[src/sv/rph_pkg.sv]
// Package for the radio pairing handshake: item layouts, register indexes,
// message and phase codes. No dependencies.
`timescale 1ns / 1ps
`default_nettype none

package rph_pkg;

    localparam int CFG_IDX_W  = 2;
    localparam int CFG_DATA_W = 16;

    localparam logic [CFG_IDX_W-1:0] CFG_SELF_ID           = 2'd0;
    localparam logic [CFG_IDX_W-1:0] CFG_DISCOVER_INTERVAL = 2'd1;
    localparam logic [CFG_IDX_W-1:0] CFG_CONFIRM_INTERVAL  = 2'd2;
    localparam logic [CFG_IDX_W-1:0] CFG_SEARCH_TIMEOUT    = 2'd3;

    localparam logic [7:0]  RESET_SELF_ID   = 8'd1;
    localparam logic [15:0] RESET_DISCOVER  = 16'd250;
    localparam logic [15:0] RESET_CONFIRM   = 16'd250;
    localparam logic [15:0] RESET_TIMEOUT   = 16'd2000;
    localparam logic [7:0]  RESPONDER_ID    = 8'd2;
    localparam logic [15:0] SINCE_TX_MAX    = 16'hFFFF;
    localparam logic [5:0]  PACKET_LEN      = 6'd4;
    localparam logic [7:0]  BROADCAST_ID    = 8'd0;

    localparam logic [1:0] MODE_TICK    = 2'd0;
    localparam logic [1:0] MODE_RX      = 2'd1;
    localparam logic [1:0] MODE_TX_DONE = 2'd2;
    localparam logic [1:0] MODE_NONE    = 2'd3;

    localparam logic [7:0] T_DISCOVER  = 8'd1;
    localparam logic [7:0] T_OFFER     = 8'd2;
    localparam logic [7:0] T_CONFIRM   = 8'd3;
    localparam logic [7:0] T_CONFIRMED = 8'd4;

    localparam logic [1:0] PH_SEARCH         = 2'd0;
    localparam logic [1:0] PH_WAIT_OFFER     = 2'd1;
    localparam logic [1:0] PH_WAIT_CONFIRMED = 2'd2;
    localparam logic [1:0] PH_PAIRED         = 2'd3;

    localparam int IN_DATA_W  = 32;
    localparam int OUT_DATA_W = 40;

    typedef struct packed {
        logic [7:0]  self_id;
        logic [15:0] discover_interval;
        logic [15:0] confirm_interval;
        logic [15:0] search_timeout;
    } rph_cfg_t;

    // Packed from the top down, so ack_present is the highest bit of tdata.
    typedef struct packed {
        logic        ack_present;
        logic        tx_ok;
        logic [5:0]  payload_len;
        logic [7:0]  msg_to;
        logic [7:0]  msg_from;
        logic [7:0]  msg_type;
    } rph_item_t;

    typedef struct packed {
        logic [1:0]  pair_phase;
        logic [7:0]  peer_node;
        logic        is_paired;
        logic        listen_dedicated;
        logic [7:0]  ack_dest;
        logic [2:0]  ack_type;
        logic        ack_queue;
        logic [7:0]  send_dest;
        logic [2:0]  send_type;
        logic        send_request;
    } rph_result_t;

endpackage

`default_nettype wire

[src/sv/rph_cfg.sv]
// Configuration register file of the pairing handshake.
// Depends on rph_pkg for register indexes and reset values.
`timescale 1ns / 1ps
`default_nettype none

module rph_cfg
(
    input  wire logic                           clk,
    input  wire logic                           rst_n,
    input  wire logic                           cfg_we,
    input  wire logic [rph_pkg::CFG_IDX_W-1:0]  cfg_index,
    input  wire logic [rph_pkg::CFG_DATA_W-1:0] cfg_data,
    output rph_pkg::rph_cfg_t                   cfg
);

    rph_pkg::rph_cfg_t cfg_reg;

    always_ff @(posedge clk or negedge rst_n)
    begin
        if (!rst_n)
        begin
            cfg_reg.self_id           <= rph_pkg::RESET_SELF_ID;
            cfg_reg.discover_interval <= rph_pkg::RESET_DISCOVER;
            cfg_reg.confirm_interval  <= rph_pkg::RESET_CONFIRM;
            cfg_reg.search_timeout    <= rph_pkg::RESET_TIMEOUT;
        end
        else if (cfg_we)
        begin
            unique case (cfg_index)
                rph_pkg::CFG_SELF_ID:           cfg_reg.self_id <= cfg_data[7:0];
                rph_pkg::CFG_DISCOVER_INTERVAL: cfg_reg.discover_interval <= cfg_data;
                rph_pkg::CFG_CONFIRM_INTERVAL:  cfg_reg.confirm_interval <= cfg_data;
                rph_pkg::CFG_SEARCH_TIMEOUT:    cfg_reg.search_timeout <= cfg_data;
                default:                        cfg_reg.self_id <= cfg_reg.self_id;
            endcase
        end
    end

    assign cfg = cfg_reg;

endmodule

`default_nettype wire

[src/sv/rph_fsm.sv]
// Pairing state and next-state logic: works out the result of one event from
// the current state and commits the new state when the item moves on.
// Depends on rph_pkg.
`timescale 1ns / 1ps
`default_nettype none

module rph_fsm
(
    input  wire logic                  clk,
    input  wire logic                  rst_n,
    input  wire logic                  step,
    input  wire logic [1:0]            mode,
    input  wire rph_pkg::rph_item_t    item,
    input  wire rph_pkg::rph_cfg_t     cfg,
    output rph_pkg::rph_result_t       res
);

    logic [1:0]  phase_reg, phase_next;
    logic [7:0]  peer_reg, peer_next;
    logic        paired_reg, paired_next;
    logic [15:0] since_tx_reg, since_tx_next;
    logic        awaiting_reg, awaiting_next;

    logic        responder;
    logic        len_ok;
    logic [15:0] since_inc;
    logic        fire;

    assign responder = (cfg.self_id == rph_pkg::RESPONDER_ID);
    assign len_ok    = (item.payload_len == rph_pkg::PACKET_LEN);
    assign since_inc = (since_tx_reg == rph_pkg::SINCE_TX_MAX) ? since_tx_reg
                                                                : since_tx_reg + 16'd1;

    always_comb
    begin
        phase_next    = phase_reg;
        peer_next     = peer_reg;
        paired_next   = paired_reg;
        since_tx_next = since_tx_reg;
        awaiting_next = awaiting_reg;
        fire          = 1'b0;
        res           = '0;

        unique case (mode)
            rph_pkg::MODE_TICK:
            begin
                since_tx_next = since_inc;
                if (!responder && phase_reg == rph_pkg::PH_SEARCH)
                begin
                    if (since_inc >= cfg.discover_interval)
                    begin
                        res.send_request = 1'b1;
                        res.send_type    = rph_pkg::T_DISCOVER[2:0];
                        res.send_dest    = rph_pkg::BROADCAST_ID;
                        since_tx_next    = '0;
                        awaiting_next    = 1'b1;
                    end
                end
                else if (!responder && phase_reg == rph_pkg::PH_WAIT_CONFIRMED)
                begin
                    fire = (since_inc >= cfg.confirm_interval);
                    if (fire)
                    begin
                        res.send_request = 1'b1;
                        res.send_type    = rph_pkg::T_CONFIRM[2:0];
                        res.send_dest    = peer_reg;
                        since_tx_next    = '0;
                        awaiting_next    = 1'b1;
                    end
                    // The timeout is judged only when no transmit fires, on the incremented count.
                    if (!fire && since_inc > cfg.search_timeout)
                    begin
                        phase_next = rph_pkg::PH_SEARCH;
                        peer_next  = '0;
                    end
                end
            end
            rph_pkg::MODE_RX:
            begin
                if (responder && len_ok)
                begin
                    if (item.msg_type == rph_pkg::T_DISCOVER &&
                        item.msg_to == rph_pkg::BROADCAST_ID)
                    begin
                        peer_next            = item.msg_from;
                        res.ack_queue        = 1'b1;
                        res.ack_type         = rph_pkg::T_OFFER[2:0];
                        res.ack_dest         = item.msg_from;
                        res.listen_dedicated = 1'b1;
                    end
                    else if (item.msg_type == rph_pkg::T_CONFIRM &&
                             item.msg_to == cfg.self_id)
                    begin
                        peer_next     = item.msg_from;
                        res.ack_queue = 1'b1;
                        res.ack_type  = rph_pkg::T_CONFIRMED[2:0];
                        res.ack_dest  = item.msg_from;
                        if (!paired_reg)
                        begin
                            paired_next = 1'b1;
                            phase_next  = rph_pkg::PH_PAIRED;
                        end
                    end
                end
            end
            rph_pkg::MODE_TX_DONE:
            begin
                if (!responder && awaiting_reg)
                begin
                    awaiting_next = 1'b0;
                    if (item.tx_ok && item.ack_present && len_ok &&
                        item.msg_to == cfg.self_id)
                    begin
                        if (phase_reg == rph_pkg::PH_SEARCH &&
                            item.msg_type == rph_pkg::T_OFFER)
                        begin
                            peer_next  = item.msg_from;
                            phase_next = rph_pkg::PH_WAIT_CONFIRMED;
                        end
                        else if (phase_reg == rph_pkg::PH_WAIT_CONFIRMED &&
                                 item.msg_type == rph_pkg::T_CONFIRMED)
                        begin
                            paired_next = 1'b1;
                            phase_next  = rph_pkg::PH_PAIRED;
                        end
                    end
                end
            end
            rph_pkg::MODE_NONE:
            begin
                awaiting_next = awaiting_reg;
            end
            default:
            begin
                awaiting_next = awaiting_reg;
            end
        endcase

        res.is_paired  = paired_next;
        res.peer_node  = peer_next;
        res.pair_phase = phase_next;
    end

    always_ff @(posedge clk or negedge rst_n)
    begin
        if (!rst_n)
        begin
            phase_reg    <= rph_pkg::PH_SEARCH;
            peer_reg     <= '0;
            paired_reg   <= 1'b0;
            since_tx_reg <= rph_pkg::SINCE_TX_MAX;
            awaiting_reg <= 1'b0;
        end
        else if (step)
        begin
            phase_reg    <= phase_next;
            peer_reg     <= peer_next;
            paired_reg   <= paired_next;
            since_tx_reg <= since_tx_next;
            awaiting_reg <= awaiting_next;
        end
    end

endmodule

`default_nettype wire

[src/sv/radio_pairing_handshake.sv]
// Top level of the radio pairing handshake: input register, result register
// and handshakes. Depends on rph_pkg, rph_cfg and rph_fsm.
//
//  channel   direction  handshake              contents
//  s_axis    in         tvalid/tready          one event item
//  m_axis    out        tvalid/tready          one result item per event
//  cfg       in         cfg_we, no wait        register index and data
//
// An item waits in the input register and is resolved against the pairing
// state on its way into the result register. One item can be taken every
// cycle while the result is not stalled; the next-state logic in rph_fsm is
// combinational. Reset returns the pairing state and configuration to their
// reset values and clears the valid flags, not the item or result registers.
// A stalled result holds its register; the input accepts one item behind it.
`timescale 1ns / 1ps
`default_nettype none

module radio_pairing_handshake
(
    input  wire logic                           clk,
    input  wire logic                           rst_n,
    input  wire logic                           s_axis_tvalid,
    output      logic                           s_axis_tready,
    // msg_type[7:0], msg_from[15:8], msg_to[23:16], payload_len[29:24],
    // tx_ok[30], ack_present[31]
    input  wire logic [rph_pkg::IN_DATA_W-1:0]  s_axis_tdata,
    // mode[1:0]
    input  wire logic [1:0]                     s_axis_tuser,
    output      logic                           m_axis_tvalid,
    input  wire logic                           m_axis_tready,
    // send_request[0], send_type[3:1], send_dest[11:4], ack_queue[12],
    // ack_type[15:13], ack_dest[23:16], listen_dedicated[24], is_paired[25],
    // peer_node[33:26], pair_phase[35:34], zeros[39:36]
    output      logic [rph_pkg::OUT_DATA_W-1:0] m_axis_tdata,
    input  wire logic                           cfg_we,
    input  wire logic [rph_pkg::CFG_IDX_W-1:0]  cfg_index,
    input  wire logic [rph_pkg::CFG_DATA_W-1:0] cfg_data
);

    rph_pkg::rph_cfg_t    cfg;
    rph_pkg::rph_item_t   item_reg;
    logic [1:0]           mode_reg;
    logic                 in_valid_reg;
    rph_pkg::rph_result_t res;
    rph_pkg::rph_result_t res_reg;
    logic                 out_valid_reg;
    logic                 advance;

    assign advance       = in_valid_reg && (!out_valid_reg || m_axis_tready);
    assign s_axis_tready = !in_valid_reg || advance;

    rph_cfg u_cfg
    (
        .clk       (clk),
        .rst_n     (rst_n),
        .cfg_we    (cfg_we),
        .cfg_index (cfg_index),
        .cfg_data  (cfg_data),
        .cfg       (cfg)
    );

    rph_fsm u_fsm
    (
        .clk   (clk),
        .rst_n (rst_n),
        .step  (advance),
        .mode  (mode_reg),
        .item  (item_reg),
        .cfg   (cfg),
        .res   (res)
    );

    always_ff @(posedge clk or negedge rst_n)
    begin
        if (!rst_n)
        begin
            in_valid_reg  <= 1'b0;
            out_valid_reg <= 1'b0;
        end
        else
        begin
            if (s_axis_tready)
            begin
                in_valid_reg <= s_axis_tvalid;
            end
            if (advance)
            begin
                out_valid_reg <= 1'b1;
            end
            else if (m_axis_tready)
            begin
                out_valid_reg <= 1'b0;
            end
        end
    end

    always_ff @(posedge clk)
    begin
        if (s_axis_tready && s_axis_tvalid)
        begin
            item_reg <= s_axis_tdata;
            mode_reg <= s_axis_tuser;
        end
        if (advance)
        begin
            res_reg <= res;
        end
    end

    assign m_axis_tvalid = out_valid_reg;
    assign m_axis_tdata  = {4'b0000, res_reg};

    // A paired flag and the paired phase always travel together.
    a_paired_phase: assert property (@(posedge clk) disable iff (!rst_n)
        m_axis_tvalid |-> (res_reg.is_paired == (res_reg.pair_phase == rph_pkg::PH_PAIRED)))
        else $error("paired flag and phase disagree");

    // A result never both requests a transmit and queues an ack payload.
    a_one_action: assert property (@(posedge clk) disable iff (!rst_n)
        m_axis_tvalid |-> !(res_reg.send_request && res_reg.ack_queue))
        else $error("transmit and ack payload in one result");

    // Transmit requests carry only discover or confirm.
    a_send_type: assert property (@(posedge clk) disable iff (!rst_n)
        (m_axis_tvalid && res_reg.send_request) |->
            (res_reg.send_type == rph_pkg::T_DISCOVER[2:0] ||
             res_reg.send_type == rph_pkg::T_CONFIRM[2:0]))
        else $error("bad transmit type");

    // An item moved on in one cycle shows up as a result in the next.
    a_result_follows: assert property (@(posedge clk) disable iff (!rst_n)
        advance |=> m_axis_tvalid)
        else $error("result lost after advance");

endmodule

`default_nettype wire
[config.mk]
export PLATFORM = sky130hd
export DESIGN_NAME = radio_pairing_handshake
export DESIGN_NICKNAME = d
export VERILOG_FILES = /design/src/sv/rph_pkg.sv /design/src/sv/rph_cfg.sv /design/src/sv/rph_fsm.sv /design/src/sv/radio_pairing_handshake.sv
export SDC_FILE = /design/constraint.sdc
export NUM_CORES = 1
export LEC_CHECK = 0
export BUFFER_PORTS_ARGS = -buffer_cell sky130_fd_sc_hd__buf_2
export CAP_MARGIN = 20
export CORE_ASPECT_RATIO = 1.5
export CORE_MARGIN = 4
export CORE_UTILIZATION = 40
export DETAILED_ROUTE_END_ITERATION = 10
export GPL_TIMING_DRIVEN = 0
export PLACE_DENSITY_LB_ADDON = 0.05
export SLEW_MARGIN = 0
export SYNTH_ARGS = -nofsm -noshare
export SYNTH_HDL_FRONTEND = slang
export SYNTH_SLANG_ARGS = --single-unit
[constraint.sdc]
create_clock -name clk -period 5.4 [get_ports clk]
set_clock_uncertainty 0.1 [all_clocks]
set_input_delay 1.35 -clock clk [delete_from_list [all_inputs] [get_ports clk]]
set_output_delay 1.35 -clock clk [all_outputs]
set_load 0.02 [all_outputs]
== Yosys cells after proc, flatten, opt, wreduce, memory -nomap -nowiden ==
Index checks and enable logic that the tools add are counted.

* Logic and storage cells: 137
* Register bits: 156
* Output and inout bits: 42

* Reductions and logical operators: 34
* $add $sub $neg: 1
* $lt $le $gt $ge: 3
* Muxes and demuxes: 50
* Bitwise operators: 2
* Equal/unequal tests: 18

{| class="wikitable"
|+ Operator list
! kind !! number
|-
| $mux 16 || 5
|-
| $mux 8 || 9
|-
| $mux 12 || 5
|-
| $ge 16x16->1 || 2
|-
| $eq 8x2->1 const B || 3
|-
| $mux 2 || 12
|-
| $pmux 8 s3 || 1
|-
| $add 16x1->16 const B || 1
|-
| $eq 16x16->1 const B || 1
|-
| $gt 16x16->1 || 1
|-
| $mux 1 || 15
|-
| $logic_and 1x1->1 || 14
|-
| $reduce_and 2->1 || 6
|-
| $eq 2x2->1 const B || 4
|-
| $eq 8x1->1 const B || 1
|-
| $eq 8x3->1 const B || 1
|-
| $eq 8x8->1 || 1
|-
| $logic_not 8->1 || 1
|-
| $eq 6x3->1 const B || 1
|-
| $logic_not 2->1 || 3
|-
| $ne 3x1->1 const B || 2
|-
| $pmux 2 s3 || 1
|-
| $reduce_and 6->1 || 1
|-
| $eq 2x1->1 const B || 2
|-
| 8 further kinds || 15
|}

== Depth between registers and ports, before layout ==
* Depth in word-level cells: 9
* Depth in mapped cells: 19
* Depth with buffers taken out: 17

== By module ==
Synthesis repeated with hierarchy kept, for this count alone.

* Cell total of the unflattened synthesis: 709
* Area, all modules: 8368.0 µm²

{| class="wikitable"
|+ Modules (own cells, without submodules)
! module !! instances !! cells an instance !! area an instance (µm²) !! sequential area each (µm²)
|-
| rph_fsm || 1 || 507 || 3995.1 || 720.7
|-
| radio_pairing_handshake || 1 || 83 || 2239.6 || 2152.1
|-
| rph_cfg || 1 || 119 || 2133.3 || 1425.1
|}

== Least setup slack after synthesis ==
Ideal clock, no wire load.

* Kind: reg2reg
* Start: register u_fsm.since_tx_reg[0]
* End: register res_reg (netlist bit m_axis_tdata[26]) (data pin)
* Slack: 0.830 ns
* Required time: 5.044 ns
* Stages on the path, launching flop included: 19
* Buffers on the path: 2
* Arrival time: 4.213 ns
* Clock period less this slack: 4.570 ns
* Path through: dfstp_2 > ha_1 > nand2_1 > or3_1 > o2111ai_1 > nor2_1 > and4_1 > nand3_1 > xnor2_1 > ha_1 > nand4_1 > nor4_1 > and4b_1 > a21o_1 > a41oi_1 > or3_1 > buf_2 > buf_6 > a22o_1

{| class="wikitable"
|+ RTL lines
! element !! line !! text
|-
| start, declared || rph_fsm.sv:21 || <nowiki>logic [15:0] since_tx_reg, since_tx_next;</nowiki>
|-
| start signal, assigned || rph_fsm.sv:151 || <nowiki>since_tx_reg <= rph_pkg::SINCE_TX_MAX;</nowiki>
|-
| start signal, assigned || rph_fsm.sv:159 || <nowiki>since_tx_reg <= since_tx_next;</nowiki>
|-
| end signal, assigned || radio_pairing_handshake.sv:106 || <nowiki>res_reg <= res;</nowiki>
|-
| end, declared || radio_pairing_handshake.sv:45 || <nowiki>rph_pkg::rph_result_t res_reg;</nowiki>
|}

==> PnR_summary.wiki <==
{| class="wikitable"
! Metric !! Value
|-
| Largest area contributor in the netlist || edfxtp_1
|-
| Status || completed
|-
| Count of antenna diodes in the layout || 0
|-
| Final HPWL from detailed placement || 13600 um
|-
| Chain of cells forming the critical path || ha_2, nand2_1, or3_4, o2111ai_4, nor2_1, and3_1, xor2_1, ha_1, a21oi_1, nor2_1, a211oi_1, o221ai_1, nor3_2, a41oi_1, or3_1, buf_2, buf_6, a22o_1
|-
| Max-cap violations || 0
|-
| Post-synthesis cell count || 650
|-
| Overflow after GRT || 0
|-
| Clock Pin Slew Worst Setup and Hold Paths || approximately 0.06 ns
|-
| Largest net degree at the start of global routing || 57
|-
| Clock buffers created by TritonCTS || 17
|-
| Die X-Extent || between 100 and 150 um
|-
| Fin Hold WS || ~0.4 ns
|-
| Htree depth || 4
|-
| Master cell of the clock root buffer || clkbuf_16
|-
| Antenna-violating nets left || 0
|-
| Flip-flop count of the largest register after layout || 56
|-
| Max stage delay on crit path || roughly 0.58 ns
|-
| Average wire per standard cell || between 15 and 20 um
|-
| Area grow syn2layout || 19.6%
|-
| Largest fanout on the critical path || 10
|-
| Ratio of total power to cell area || 368 mW/mm^2
|-
| Core Box Area || 0.0187 sq mm
|-
| Most instantiated flip-flop cell in the synthesis netlist || edfxtp_1
|-
| Max transition margin || 41.4%
|-
| Number of nets at the end of the flow || just under 900
|-
| Mean Syn Cell Area || roughly 12 sq um
|-
| CTS tree || done
|-
| Effective utilization at floorplan || roughly two fifths
|-
| CP max stage cell || dfstp_2
|-
| Sequential element share of the synthesized area || between 50% and 60%
|-
| Total wire length || ~18000 um
|-
| Fraction of synthesized cell area taken by the top area cell type || between 20% and 30%
|-
| Mean number of vias per cell || between 5 and 6
|-
| Worst min-delay path category || reg -> reg
|-
| Most frequent cell on the critical path || nor2_1
|-
| Fraction of registers with async set/reset || a little under three fifths
|-
| First-pass GRT wire length || approximately 28000 um
|-
| Worst-case setup slack after placement || -0.211 ns
|-
| Worst Setup Path Type || reg -> reg
|-
| Filler Cell Count || 1715
|-
| WP data arrival || 5.13 ns
|-
| Fmax || just under 0.2 GHz
|-
| Boundary Pins || 99
|-
| Number of hold violations in the final report || 0
|-
| Fraction of layout cells with a size suffix above 1 || between 30% and 40%
|-
| Slew of the pin with the lowest slew margin || 0.856 ns
|-
| Count of flip-flops with a built-in enable after synthesis || 66
|-
| Setup violators final || 0
|-
| Chip height || about 180 um
|-
| Final clock period utilization by the worst path || 93.6%
|-
| LEAKAGE || approximately 4.0 nW
|-
| Final WS setup || around 0.34 ns
|-
| Flip-flop and latch area || 0.00418 sq mm
|-
| Multi-input logic area || 0.00324 sq mm
|-
| Largest voltage drop on the vdd net || around 210 uV
|-
| Placer's final routability congestion estimate || between 0.8 and 0.9
|-
| Worst Path Required || between 5 and 6 ns
|-
| Top area cells in the synthesized netlist || edfxtp_1 (26%), dfrtp_1 (17%), dfstp_2 (12%)
|-
| Iteration-0 DRC Markers || between 200 and 250
|-
| Mapped cell area || around 0.0077 sq mm
|-
| Kind of start point of the critical path || register
|-
| Total number of clock tree sinks || between 150 and 200
|-
| Synth Register Bits || around 150
|-
| Source-to-sink clock delay at the later pin of the worst-skew pair || ~0.43 ns
|-
| Worst setup EP type || register
|-
| 1st-pass router iterations || 4
|-
| Rows || around 60
|-
| Maximum buffer depth of the clock tree || 2
|-
| Via count of the first global-routing pass || around 5500
|-
| Post-route minimum period || around 5.1 ns
|-
| Synth Warn # || 0
|-
| Gr usage total || around 17%
|-
| Accumulated negative setup slack || 0 ns
|-
| Routed via count || about 5300
|-
| DRC violations left || 0
|-
| Area of the die || about 0.022 sq mm
|-
| Number of port buffers || 92
|-
| Max Slew Vio Count || 0
|-
| Number of antenna violations at the first check in global routing || 0
|-
| Yosys cell types || 63
|}
worst max-delay path: cells and delay by family, from the launching register on:
family | cells | cell delay (ns)
xor gates and xnor gates | 1 | 0.35
adders and majority gates | 2 | 0.55
AOI/OAI and AO/OA | 6 | 1.31
buffers and inverters | 2 | 0.35
and+or+nand+nor | 7 | 1.56
DFF | 1 | 0.58
stage by stage:
| stage | instances | cell area [sq um] | power [mW] | util (%) |
|---|---|---|---|---|
| after floorplan | 655 | 7690 | 1.94 | - |
| after detailed placement | 1001 | 8530 | 2.18 | 45.6 |
| after global routing | 1035 | 9170 | 3.55 | 49.1 |
| after global placement | 999 | 8470 | 2.15 | 45.3 |
| after CTS | 1033 | 9120 | 3.40 | 48.8 |
| final | 1035 | 9170 | 3.37 | 49.1 |
Yosys cell counts, types with 6 or more instances:
| cell | instances |
|---|---|
| a221o_1 | 8 |
| dfrtp_1 | 51 |
| xnor2_1 | 16 |
| a22o_1 | 12 |
| and2_1 | 24 |
| or3_1 | 6 |
| and3_1 | 7 |
| mux2_2 | 56 |
| nor4_1 | 6 |
| nand2_1 | 56 |
| edfxtp_1 | 66 |
| o21ai_0 | 24 |
| a21oi_1 | 17 |
| ha_1 | 50 |
| nor3_1 | 6 |
| buf_4 | 8 |
| clkbuf_1 | 9 |
| nand3_1 | 10 |
| nor2_1 | 36 |
| dfstp_2 | 35 |
| inv_1 | 53 |
| nand4_1 | 9 |
| xor2_1 | 6 |
cell type report:
cell class,count,area share (%)
sequential,152,45.5
inverter,55,2.25
tap,252,3.44
multi-input combinational,427,35.3
timing repair buffer,96,5.78
buffer,21,1.31
clock buffer,20,4.87
clock inverter,12,1.51
cell usage in the layout, fill, tap and decap left out, types with 4 or more instances in the layout:
cell type	instances
and3_1	7
nand3b_1	5
nand4_1	9
a22o_1	12
clkbuf_1	11
buf_2	95
edfxtp_1	66
xnor2_1	16
nor4_1	4
nor2_1	36
mux2_2	56
clkbuf_16	17
dfrtp_1	51
nand2b_1	5
o21ai_0	24
inv_6	5
ha_1	49
dfstp_2	35
xor2_1	6
inv_1	53
o211ai_1	4
buf_4	10
conb_1	6
nand2_1	56
nand3_1	10
or3_1	5
nor3_1	6
a221o_1	8
a21oi_1	17
a21o_1	4
and2_1	23
worst paths after layout:
kind	cells past startpoint	startpoint	end	slack [ns]
max	18	u_fsm.since_tx_reg[1]$_DFFE_PN1P_	m_axis_tdata[27]$_DFFE_PP_	0.34
min	2	u_fsm.since_tx_reg[9]$_DFFE_PN1P_	u_fsm.since_tx_reg[9]$_DFFE_PN1P_	0.40
max reg2reg	18	u_fsm.since_tx_reg[1]$_DFFE_PN1P_	m_axis_tdata[27]$_DFFE_PP_	0.34
min reg2reg	2	u_fsm.since_tx_reg[9]$_DFFE_PN1P_	u_fsm.since_tx_reg[9]$_DFFE_PN1P_	0.40
max in group asynchronous	2	rst_n	u_fsm.since_tx_reg[3]$_DFFE_PN1P_	3.74
min in group asynchronous	1	rst_n	u_cfg.cfg[5]$_DFFE_PN0P_	0.77
cell families (layout without fill, tap and decap cells):
family	after synthesis	count (layout)	share of synthesized area, %
flip-flops	152	152	54.5
other	1	6	0.0489
adder cells (fa/ha/maj)	50	50	8.15
AO/OA/AOI/OAI	102	102	9.28
AND/OR/NAND/NOR	191	191	13.1
XOR/XNOR	22	22	2.51
buffers and inverters	76	204	4.26
multiplexers	56	56	8.22
metal layers:
layer	track usage (%)	wire, um	vias up
li1	-	-	2591
met1	19.0	6960	2568
met2	31.9	9850	109
met3	3.60	655	26
met4	5.86	366	0
met5	0	0	-
timing repair:
action / in CTS / in global routing
hold buffers: 0 / 0
setup buffers: 0 / 1
pin swaps: 0 / 2
gates resized for setup: 2 / 6
setup endpoints to repair: 31 / 34
where the power goes:
group | total (mW) | switching, mW | internal (mW)
clock network | 1.20 | 0.497 | 0.701
logic | 0.696 | 0.406 | 0.291
registers | 1.48 | 0.0875 | 1.39
Power figures use the tool's default switching activity.
